==> src/arpc_pkg.sv <==
// ----------------------------------------------------------------------------
// arpc_pkg
// Shared types and constants for the address-resolution cache and responder.
// ----------------------------------------------------------------------------
`default_nettype none

package arpc_pkg;

    localparam int TABLE_ENTRIES_DEF = 16;

    localparam int IP_W    = 32;
    localparam int MAC_W   = 48;
    localparam int LEN_W   = 11;
    localparam int OPC_W   = 16;
    localparam int ACT_W   = 2;
    localparam int KIND_W  = 2;
    localparam int OPO_W   = 2;
    localparam int CFG_IDX_W = 2;

    // stream widths, padded to whole bytes
    localparam int S_FIELDS_W = LEN_W + OPC_W + MAC_W + 3 * IP_W;
    localparam int S_TDATA_W  = ((S_FIELDS_W + 7) / 8) * 8;
    localparam int M_FIELDS_W = MAC_W + OPO_W + MAC_W + IP_W + 1 + MAC_W;
    localparam int M_TDATA_W  = ((M_FIELDS_W + 7) / 8) * 8;

    // input actions
    localparam logic [ACT_W-1:0] ACT_RX      = 2'd0;
    localparam logic [ACT_W-1:0] ACT_LOOKUP  = 2'd1;
    localparam logic [ACT_W-1:0] ACT_REQUEST = 2'd2;

    // result kinds
    localparam logic [KIND_W-1:0] KIND_REPLY   = 2'd0;
    localparam logic [KIND_W-1:0] KIND_LOOKUP  = 2'd1;
    localparam logic [KIND_W-1:0] KIND_REQUEST = 2'd2;

    // outgoing opcodes
    localparam logic [OPO_W-1:0] OPO_NONE    = 2'd0;
    localparam logic [OPO_W-1:0] OPO_REQUEST = 2'd1;
    localparam logic [OPO_W-1:0] OPO_REPLY   = 2'd2;

    // incoming request opcode
    localparam logic [OPC_W-1:0] OPC_IN_REQUEST = 16'h0001;

    localparam logic [LEN_W-1:0] MIN_ARP_LEN = 11'd28;
    localparam logic [MAC_W-1:0] BCAST_MAC   = 48'hFFFF_FFFF_FFFF;

    // configuration register indexes
    localparam logic [CFG_IDX_W-1:0] CFG_OUR_IP  = 2'd0;
    localparam logic [CFG_IDX_W-1:0] CFG_OUR_MAC = 2'd1;

    // token that walks the cell chain
    typedef struct packed {
        logic             active;
        logic             is_store;
        logic             done;
        logic [IP_W-1:0]  ip;
        logic [MAC_W-1:0] mac;
    } token_t;

    typedef struct packed {
        logic [KIND_W-1:0] kind;
        logic [MAC_W-1:0]  dest_mac;
        logic [OPO_W-1:0]  opcode;
        logic [MAC_W-1:0]  target_mac;
        logic [IP_W-1:0]   tgt_ip;
        logic              hit;
        logic [MAC_W-1:0]  found_mac;
    } result_t;

endpackage

`default_nettype wire

==> src/arpc_cell.sv <==
// ----------------------------------------------------------------------------
// arpc_cell
// One cache entry; updates or searches itself as the token passes by.
// ----------------------------------------------------------------------------
`default_nettype none

module arpc_cell (
    input  wire logic            aclk,
    input  wire logic            aresetn,
    input  wire arpc_pkg::token_t tok_in,
    output arpc_pkg::token_t     tok_out
);

    logic                         valid_reg, valid_next;
    logic [arpc_pkg::IP_W-1:0]    ip_reg, ip_next;
    logic [arpc_pkg::MAC_W-1:0]   mac_reg, mac_next;
    arpc_pkg::token_t             tok_reg, tok_next;
    logic                         match;

    assign match = valid_reg && (ip_reg == tok_in.ip);

    always_comb begin
        tok_next   = tok_in;
        valid_next = valid_reg;
        ip_next    = ip_reg;
        mac_next   = mac_reg;
        if (tok_in.active && !tok_in.done) begin
            if (tok_in.is_store) begin
                // first free slot or same address takes the sender
                if (!valid_reg || match) begin
                    valid_next    = 1'b1;
                    ip_next       = tok_in.ip;
                    mac_next      = tok_in.mac;
                    tok_next.done = 1'b1;
                end
            end else if (match) begin
                tok_next.done = 1'b1;
                tok_next.mac  = mac_reg;
            end
        end
    end

    always_ff @(posedge aclk) begin
        if (!aresetn) begin
            valid_reg <= 1'b0;
            tok_reg   <= '0;
        end else begin
            valid_reg <= valid_next;
            tok_reg   <= tok_next;
        end
    end

    always_ff @(posedge aclk) begin
        ip_reg  <= ip_next;
        mac_reg <= mac_next;
    end

    assign tok_out = tok_reg;

endmodule

`default_nettype wire

==> src/arp_cache_responder_unit.sv <==
// ----------------------------------------------------------------------------
// arp_cache_responder_unit
// ARP cache of IPv4 to MAC entries with request responder and request issue.
// ----------------------------------------------------------------------------
// The cache is a row of TABLE_ENTRIES cells, one entry each. A received packet
// (length 28 or more) or a lookup launches a token that moves one cell per
// clock; the first free or matching cell stores the sender, the first valid
// matching cell answers a lookup. The walk of the token down the chain sets
// the timing: a lookup answer passes from the launch register through each
// cell register into the staging register and then the output register. The
// next request is taken once the token has left the chain and the staging
// register is empty. A send request passes its result from the staging
// register to the output register; a short packet or an undefined action
// holds neither the chain nor the staging register. A reply to a request
// aimed at our_ip is queued at acceptance while the store walks the chain.
// One result may wait in the output register while the next request is
// taken. Valid bits clear at reset, no clearing pass is run, and entries
// never age. The sender fields of outgoing packets are the our_ip and our_mac
// registers themselves. cfg_ready is always high; index 0 is our_ip, index 1
// is our_mac, other indexes are ignored.
`default_nettype none

module arp_cache_responder_unit #(
    parameter int TABLE_ENTRIES = arpc_pkg::TABLE_ENTRIES_DEF
) (
    input  wire logic                              aclk,
    input  wire logic                              aresetn,
    // configuration write channel
    input  wire logic                              cfg_valid,
    output      logic                              cfg_ready,
    input  wire logic [arpc_pkg::CFG_IDX_W-1:0]    cfg_index,
    input  wire logic [arpc_pkg::MAC_W-1:0]        cfg_data,
    // request channel
    input  wire logic                              s_tvalid,
    output      logic                              s_tready,
    // packet_length, arp_opcode_in, sender_mac_in, sender_ip_in,
    // target_ip_in, query_ip, zero pad
    input  wire logic [arpc_pkg::S_TDATA_W-1:0]    s_tdata,
    // action
    input  wire logic [arpc_pkg::ACT_W-1:0]        s_tuser,
    // result channel
    output      logic                              m_tvalid,
    input  wire logic                              m_tready,
    // dest_mac, arp_opcode_out, target_mac_out, target_ip_out, hit,
    // found_mac, zero pad
    output      logic [arpc_pkg::M_TDATA_W-1:0]    m_tdata,
    // result_kind
    output      logic [arpc_pkg::KIND_W-1:0]       m_tuser
);

    // request fields
    logic [arpc_pkg::ACT_W-1:0] in_action;
    logic [arpc_pkg::LEN_W-1:0] in_len;
    logic [arpc_pkg::OPC_W-1:0] in_opcode;
    logic [arpc_pkg::MAC_W-1:0] in_smac;
    logic [arpc_pkg::IP_W-1:0]  in_sip;
    logic [arpc_pkg::IP_W-1:0]  in_tip;
    logic [arpc_pkg::IP_W-1:0]  in_qip;

    assign in_action = s_tuser;
    assign in_len    = s_tdata[10:0];
    assign in_opcode = s_tdata[26:11];
    assign in_smac   = s_tdata[74:27];
    assign in_sip    = s_tdata[106:75];
    assign in_tip    = s_tdata[138:107];
    assign in_qip    = s_tdata[170:139];

    // configuration registers
    logic [arpc_pkg::IP_W-1:0]  our_ip_reg;
    logic [arpc_pkg::MAC_W-1:0] our_mac_reg;

    assign cfg_ready = 1'b1;

    // control and data registers
    arpc_pkg::token_t  launch_reg, launch_next;
    arpc_pkg::result_t res_reg, res_next;
    arpc_pkg::result_t m_res_reg, m_res_next;
    logic              res_valid_reg, res_valid_next;
    logic              m_valid_reg, m_valid_next;
    logic              chain_busy_reg, chain_busy_next;

    // token taps between cells
    arpc_pkg::token_t        chain [TABLE_ENTRIES+1];
    logic [TABLE_ENTRIES:0]  act_vec;
    arpc_pkg::token_t        tail;

    logic accept;
    logic rx_ok;
    logic do_reply;
    logic do_launch;
    logic move;

    assign accept    = s_tvalid && s_tready;
    // one request in the chain and one result staged at a time
    assign s_tready  = !chain_busy_reg && !res_valid_reg;
    assign rx_ok     = (in_action == arpc_pkg::ACT_RX) && (in_len >= arpc_pkg::MIN_ARP_LEN);
    assign do_reply  = rx_ok && (in_opcode == arpc_pkg::OPC_IN_REQUEST)
                       && (in_tip == our_ip_reg);
    assign do_launch = accept && (rx_ok || (in_action == arpc_pkg::ACT_LOOKUP));
    assign tail      = chain[TABLE_ENTRIES];
    // staged result moves on when the output register frees up
    assign move      = res_valid_reg && (!m_valid_reg || m_tready);

    assign chain[0]   = launch_reg;
    assign act_vec[0] = launch_reg.active;

    for (genvar g = 0; g < TABLE_ENTRIES; g++) begin : g_cell
        arpc_cell u_cell (
            .aclk    (aclk),
            .aresetn (aresetn),
            .tok_in  (chain[g]),
            .tok_out (chain[g+1])
        );
        assign act_vec[g+1] = chain[g+1].active;
    end

    always_comb begin
        launch_next        = launch_reg;
        launch_next.active = 1'b0;
        if (do_launch) begin
            launch_next.active   = 1'b1;
            launch_next.is_store = rx_ok;
            launch_next.done     = 1'b0;
            launch_next.ip       = rx_ok ? in_sip : in_qip;
            // lookup starts with zero so a miss reports zero
            launch_next.mac      = rx_ok ? in_smac : '0;
        end
    end

    always_comb begin
        chain_busy_next = chain_busy_reg;
        if (tail.active) begin
            chain_busy_next = 1'b0;
        end
        if (do_launch) begin
            chain_busy_next = 1'b1;
        end
    end

    always_comb begin
        res_next       = res_reg;
        res_valid_next = res_valid_reg;
        if (move) begin
            res_valid_next = 1'b0;
        end
        if (accept && do_reply) begin
            res_valid_next      = 1'b1;
            res_next            = '0;
            res_next.kind       = arpc_pkg::KIND_REPLY;
            res_next.dest_mac   = in_smac;
            res_next.opcode     = arpc_pkg::OPO_REPLY;
            res_next.target_mac = in_smac;
            res_next.tgt_ip     = in_sip;
        end else if (accept && (in_action == arpc_pkg::ACT_REQUEST)) begin
            res_valid_next     = 1'b1;
            res_next           = '0;
            res_next.kind      = arpc_pkg::KIND_REQUEST;
            res_next.dest_mac  = arpc_pkg::BCAST_MAC;
            res_next.opcode    = arpc_pkg::OPO_REQUEST;
            res_next.tgt_ip    = in_qip;
        end else if (tail.active && !tail.is_store) begin
            // lookup answer at the end of the chain
            res_valid_next     = 1'b1;
            res_next           = '0;
            res_next.kind      = arpc_pkg::KIND_LOOKUP;
            res_next.opcode    = arpc_pkg::OPO_NONE;
            res_next.hit       = tail.done;
            res_next.found_mac = tail.done ? tail.mac : '0;
        end
    end

    always_comb begin
        m_res_next   = m_res_reg;
        m_valid_next = m_valid_reg;
        if (move) begin
            m_valid_next = 1'b1;
            m_res_next   = res_reg;
        end else if (m_tready) begin
            m_valid_next = 1'b0;
        end
    end

    always_ff @(posedge aclk) begin
        if (!aresetn) begin
            our_ip_reg     <= '0;
            our_mac_reg    <= '0;
            launch_reg     <= '0;
            chain_busy_reg <= 1'b0;
            res_valid_reg  <= 1'b0;
            m_valid_reg    <= 1'b0;
        end else begin
            if (cfg_valid && cfg_ready) begin
                case (cfg_index)
                    arpc_pkg::CFG_OUR_IP: begin
                        our_ip_reg <= cfg_data[arpc_pkg::IP_W-1:0];
                    end
                    arpc_pkg::CFG_OUR_MAC: begin
                        our_mac_reg <= cfg_data;
                    end
                    default: begin
                        our_ip_reg <= our_ip_reg;
                    end
                endcase
            end
            launch_reg     <= launch_next;
            chain_busy_reg <= chain_busy_next;
            res_valid_reg  <= res_valid_next;
            m_valid_reg    <= m_valid_next;
        end
    end

    always_ff @(posedge aclk) begin
        res_reg   <= res_next;
        m_res_reg <= m_res_next;
    end

    // our_mac is the sender field of outgoing packets, held for the frame
    // builder and not repeated in the result
    assign m_tvalid = m_valid_reg;
    assign m_tuser  = m_res_reg.kind;
    assign m_tdata  = {{(arpc_pkg::M_TDATA_W - arpc_pkg::M_FIELDS_W){1'b0}},
                       m_res_reg.found_mac,
                       m_res_reg.hit,
                       m_res_reg.tgt_ip,
                       m_res_reg.target_mac,
                       m_res_reg.opcode,
                       m_res_reg.dest_mac};

    // at most one token in flight along the chain
    a_one_token: assert property (@(posedge aclk) disable iff (!aresetn)
        $countones(act_vec) <= 1)
        else $error("more than one token in the cell chain");

    // a token leaving the chain belongs to a busy walk
    a_tail_busy: assert property (@(posedge aclk) disable iff (!aresetn)
        tail.active |-> chain_busy_reg)
        else $error("token left the chain while idle");

    // a launched store or lookup keeps the block busy next cycle
    a_launch_busy: assert property (@(posedge aclk) disable iff (!aresetn)
        do_launch |=> (chain_busy_reg && launch_reg.active))
        else $error("launch did not enter the chain");

    // a hit always carries a lookup kind
    a_hit_kind: assert property (@(posedge aclk) disable iff (!aresetn)
        (res_valid_reg && res_reg.hit) |-> (res_reg.kind == arpc_pkg::KIND_LOOKUP))
        else $error("hit flag on a non-lookup result");

    // our_mac stays fixed while a request is in progress unless a configuration write lands
    a_mac_stable: assert property (@(posedge aclk) disable iff (!aresetn)
        (chain_busy_reg && !(cfg_valid && cfg_ready)) |=> $stable(our_mac_reg))
        else $error("our_mac changed without a write");

endmodule

`default_nettype wire

==> config.mk <==
export PLATFORM = sky130hd
export DESIGN_NAME = arp_cache_responder_unit
export DESIGN_NICKNAME = d
export VERILOG_FILES = /design/src/arpc_pkg.sv /design/src/arpc_cell.sv /design/src/arp_cache_responder_unit.sv
export SDC_FILE = /design/constraint.sdc
export NUM_CORES = 2
export LEC_CHECK = 0
export BUFFER_PORTS_ARGS = -buffer_cell sky130_fd_sc_hd__buf_2
export CORE_UTILIZATION = 30
export DETAILED_ROUTE_END_ITERATION = 8
export GPL_TIMING_DRIVEN = 0
export SYNTH_ARGS = -nofsm -noshare
export SYNTH_HDL_FRONTEND = slang
export SYNTH_HIERARCHICAL = 1
export SYNTH_SLANG_ARGS = --single-unit
==> constraint.sdc <==
create_clock -name aclk -period 21.3 [get_ports aclk]
set_clock_uncertainty 0.05 [all_clocks]
set_input_delay 0 -clock aclk [delete_from_list [all_inputs] [get_ports aclk]]
set_output_delay 0 -clock aclk [all_outputs]
set_load 0.02 [all_outputs]
; Yosys cells after proc, flatten, opt, wreduce, memory -nomap -nowiden
; Index checks and enable logic that the tools add are counted.
[word_totals]
register_bits = 3071
inputBits = 233
output_inout_bits = 189
[classes]
magnitude_cmp = 1
n_eq_ne = 20
n_mux = 126
reduce_logical = 120
[op_table]
columns = op, n
row1 = $mux W48, 50
row2 = $eq A32 B32 Y1, 17
row3 = $mux W181, 2
row4 = $mux W179, 1
row5 = $mux W83, 1
row6 = $mux W1, 71
row7 = $reduce_and A3 Y1, 16
row8 = $logic_and A1 B1 Y1, 41
row9 = $logic_not A1 Y1, 35
row10 = $mux W32, 1
row11 = $logic_or A1 B1 Y1, 18
row12 = $eq A16 B1 Y1 const B, 1
row13 = $ge A11 B5 Y1 const B, 1
row14 = $reduce_bool A2 Y1, 3
row15 = $logic_not A2 Y1, 2
row16 = $reduce_and A2 Y1, 2
row17 = $reduce_bool A4 Y1, 1
row18 = $reduce_bool A3 Y1, 1
row19 = $eq A2 B1 Y1 const B, 1
row20 = $eq A2 B2 Y1 const B, 1
row21 = $reduce_or A2 Y1, 1

; Logic depth before layout (Yosys ltp)
[logic_depth]
word_depth = 7
mapped_depth = 8

; Hierarchy
; The synthesis kept the hierarchy.
[by_module_without_submodules]
columns = module, instances, cells_per_inst, area_per_inst_um2, seq_area_each_um2
row1 = arpc_cell, 16, 417, 5691.7, 4083.9
row2 = arp_cache_responder_unit, 1, 1281, 17156.5, 12632.1

; Least setup slack after synthesis
; OpenSTA, ideal clock, no wires.
[synth_timing]
path_type = register to register
startpoint = reg m_valid_reg, in the netlist m_tvalid
endpoint = reg m_res_reg, in the netlist m_tdata[0], enable pin
arrival_ns = 8.490
required_ns = 20.506
path_slack_ns = 12.016
path_stages_with_launch = 3
n_path_buf = 0
cell_sequence = dfxtp_1 > nor2b_1 > nor2b_1
[synth_via]
elab_chain_cells = 3
[synth_rtl]
columns = item, line_no
row1 = start: declaration, arp_cache_responder_unit.sv:79  ; logic m_valid_reg, m_valid_next;
row2 = start signal: assignment, arp_cache_responder_unit.sv:208  ; m_valid_reg <= m_valid_next;
row3 = $logic_not A1 Y1, arp_cache_responder_unit.sv:102  ; assign move = res_valid_reg && (!m_valid_reg || m_tready);
row4 = $logic_or A1 B1 Y1, arp_cache_responder_unit.sv:102
row5 = $logic_and A1 B1 Y1, arp_cache_responder_unit.sv:102
row6 = end signal: assignment, arp_cache_responder_unit.sv:214  ; m_res_reg <= m_res_next;
row7 = end: declaration, arp_cache_responder_unit.sv:77  ; arpc_pkg::result_t m_res_reg, m_res_next;
; No other way between the ends.
; A chain may end at the register's enable or synchronous reset.

==> flow_summary.ini <==
[outcome]
status = finished, violations left
failing_checks = design-rule violations

[hold_path]
kind_of_path_behind_the_tightest_hold_check = in -> reg

[global_routing]
wire_length_of_the_first_global_routing_pass_um = 314000
globalRoute.busiestLayer = met2
grt_max_degree = 95
grt_use_met2 = 0.182
use_met3 = 0.0278
gr-usage-met1 = 0.126
global_route.usage.total = 0.106
grt_antenna_before_repair = 23
first_global_vias = 59542
grt_remaining_overflow = 0

[floorplan]
initial_core_util = 0.302
fp.dieH_um = 600
boundary_pin_count = 422
placement_rows = 219
core_um2 = 356000
overall_die_width_um = 600
die_area_um2 = 360000

[place]
place_hpwl_um = 141000
placedCellCount = 13076
port-buffer-count = 391
place_congestion = 0.874

[finish]
filler_cell_count = 33612
largest_reg_flops = 1296
multi_input_comb_area_um2 = 27600
drive_gt1_frac = 0.112
area_growth_syn_to_layout_pct = 21.0
layout_common_cells = 1,716 x sky130_fd_sc_hd__nand2_1, 1,588 x sky130_fd_sc_hd__edfxtp_1, 1,481 x sky130_fd_sc_hd__dfxtp_1
nets = 9255
final_util = 0.365
post_layout_nonfiller_instances = 14020
most_common_cell_after_layout_fill_and_taps_aside = sky130_fd_sc_hd__nand2_1
regArea_um2 = 77300

[clock_tree]
clock_path_buffers = 4
clkLatencyLatePin_ps = 840
path_clk_slew_ps = 60
cts_root_buffer = sky130_fd_sc_hd__clkbuf_16
postCtsResizedCells = 0
htree_num_levels = 5
cts.sinks = 3069
tritoncts_clock_tree = built
cts-buffers-inserted = 298

[timing]
hold_viol = 0
fmaxAchievable_mhz = 234
final_max_slew_viol_count = 0
setup_viol_count_final = 0
timing.max_slew.rel_slack = 0.0413
period_share = 0.201
rsz0062_at_grt = false
timing.final.crit_period_ps = 4280
max_slew.worst_pin.slew_ps = 1440
totalNegativeSetupSlack_ps = 0

[synthesis]
netlist_instances = 7887
syn_area_um2 = 107000
ys_warn_count = 6
synthesis.area_per_instance_um2 = 13.6

[route]
drc = 28
detail_route.vias_per_cell = 4.09
routed-via-count = 57324
wire_per_inst_um = 13.9
detailedRoute.firstPassIterationCount = 9
wl_um = 195000
first_iter_violations = 2618
final_antenna_net_count = 0

[worst_setup_path]
worst_setup_path_start_kind = input port
critPathCaptureType = flop
crit_path_max_fanout = 10
r2r_setup_slack_ps = 17060
crit_required_ps = 21960
cp.arrival_ps = 4930
timing.setup.critical_path_class = in -> reg

[pwr]
p_leak_nw = 45.3
power-per-cell-area_nw_per_um2 = 89.1
peakVddDrop_mv = 0.0695

[flow_run]
drv.max_cap_violation_count = 0
critical path, cell delays in order:
cell and delay (ps):
sky130_fd_sc_hd__dlygate4sd3_1 560, sky130_fd_sc_hd__buf_2 130, sky130_fd_sc_hd__nor4_1 190, sky130_fd_sc_hd__dlygate4sd3_1 590, sky130_fd_sc_hd__nand4_1 80, sky130_fd_sc_hd__dlygate4sd3_1 600
sky130_fd_sc_hd__or4b_4 540, sky130_fd_sc_hd__dlygate4sd3_1 610, sky130_fd_sc_hd__nor4_4 520, sky130_fd_sc_hd__buf_2 370, sky130_fd_sc_hd__a22o_1 180, sky130_fd_sc_hd__dlygate4sd3_1 550
path summary, 6_finish.rpt:
check	startpoint	endpoint	depth (start not counted)
setup reg to reg	g_cell[15].u_cell/tok_out[82]	res_reg[96]	4
setup / recovery	s_tdata[26]	res_reg[68]	12
hold / removal	s_tdata[68]	chain[1369]	4
hold reg to reg	g_cell[9].u_cell/tok_out[43]	g_cell[10].u_cell/mac_reg[43]	0
stage by stage:
step	worst slack [ps]	hold WS [ps]	total power (W)	cell area, µm²
after global routing	16930	48.3	0.0120	130000
after CTS	17060	1.99	0.0117	130000
after detailed placement	17020	208	0.00658	116000
final	17030	68.2	0.0116	130000
after floorplan	12020	94.9	0.00649	107000
after global placement	7370	205	0.00657	115000
routing by layer:
metal | vias up | routed length (µm)
li1 | 29291 | -
met1 | 26441 | 84200
met2 | 1164 | 91900
met3 | 426 | 11600
met4 | 2 | 7610
met5 | - | 11
power by group:
part           switching (W)  internal [W]  total [W]
Clock                0.00208       0.00298    0.00506
Sequential         0.0000222       0.00620    0.00622
Combinational       0.000168      0.000119   0.000287
Total                0.00227       0.00930     0.0116
final cells by class:
cell class                      count  share of cell area
Clock buffer                      425              0.0651
Timing Repair Buffer              828              0.0529
Tap cell                         4751              0.0457
Antenna cell                       10            0.000193
Clock inverter                    112             0.00808
Multi-Input combinational cell   4394               0.212
Sequential cell                  3069               0.595
Buffer                            415              0.0200
Inverter                           16            0.000462
repair_timing:
action,4_1_cts,5_1_grt
buffers inserted,0,0
endpoints found under the hold margin,1564,0
hold buffers,397,0
Note: power is estimated with default switching activity, not from simulation.
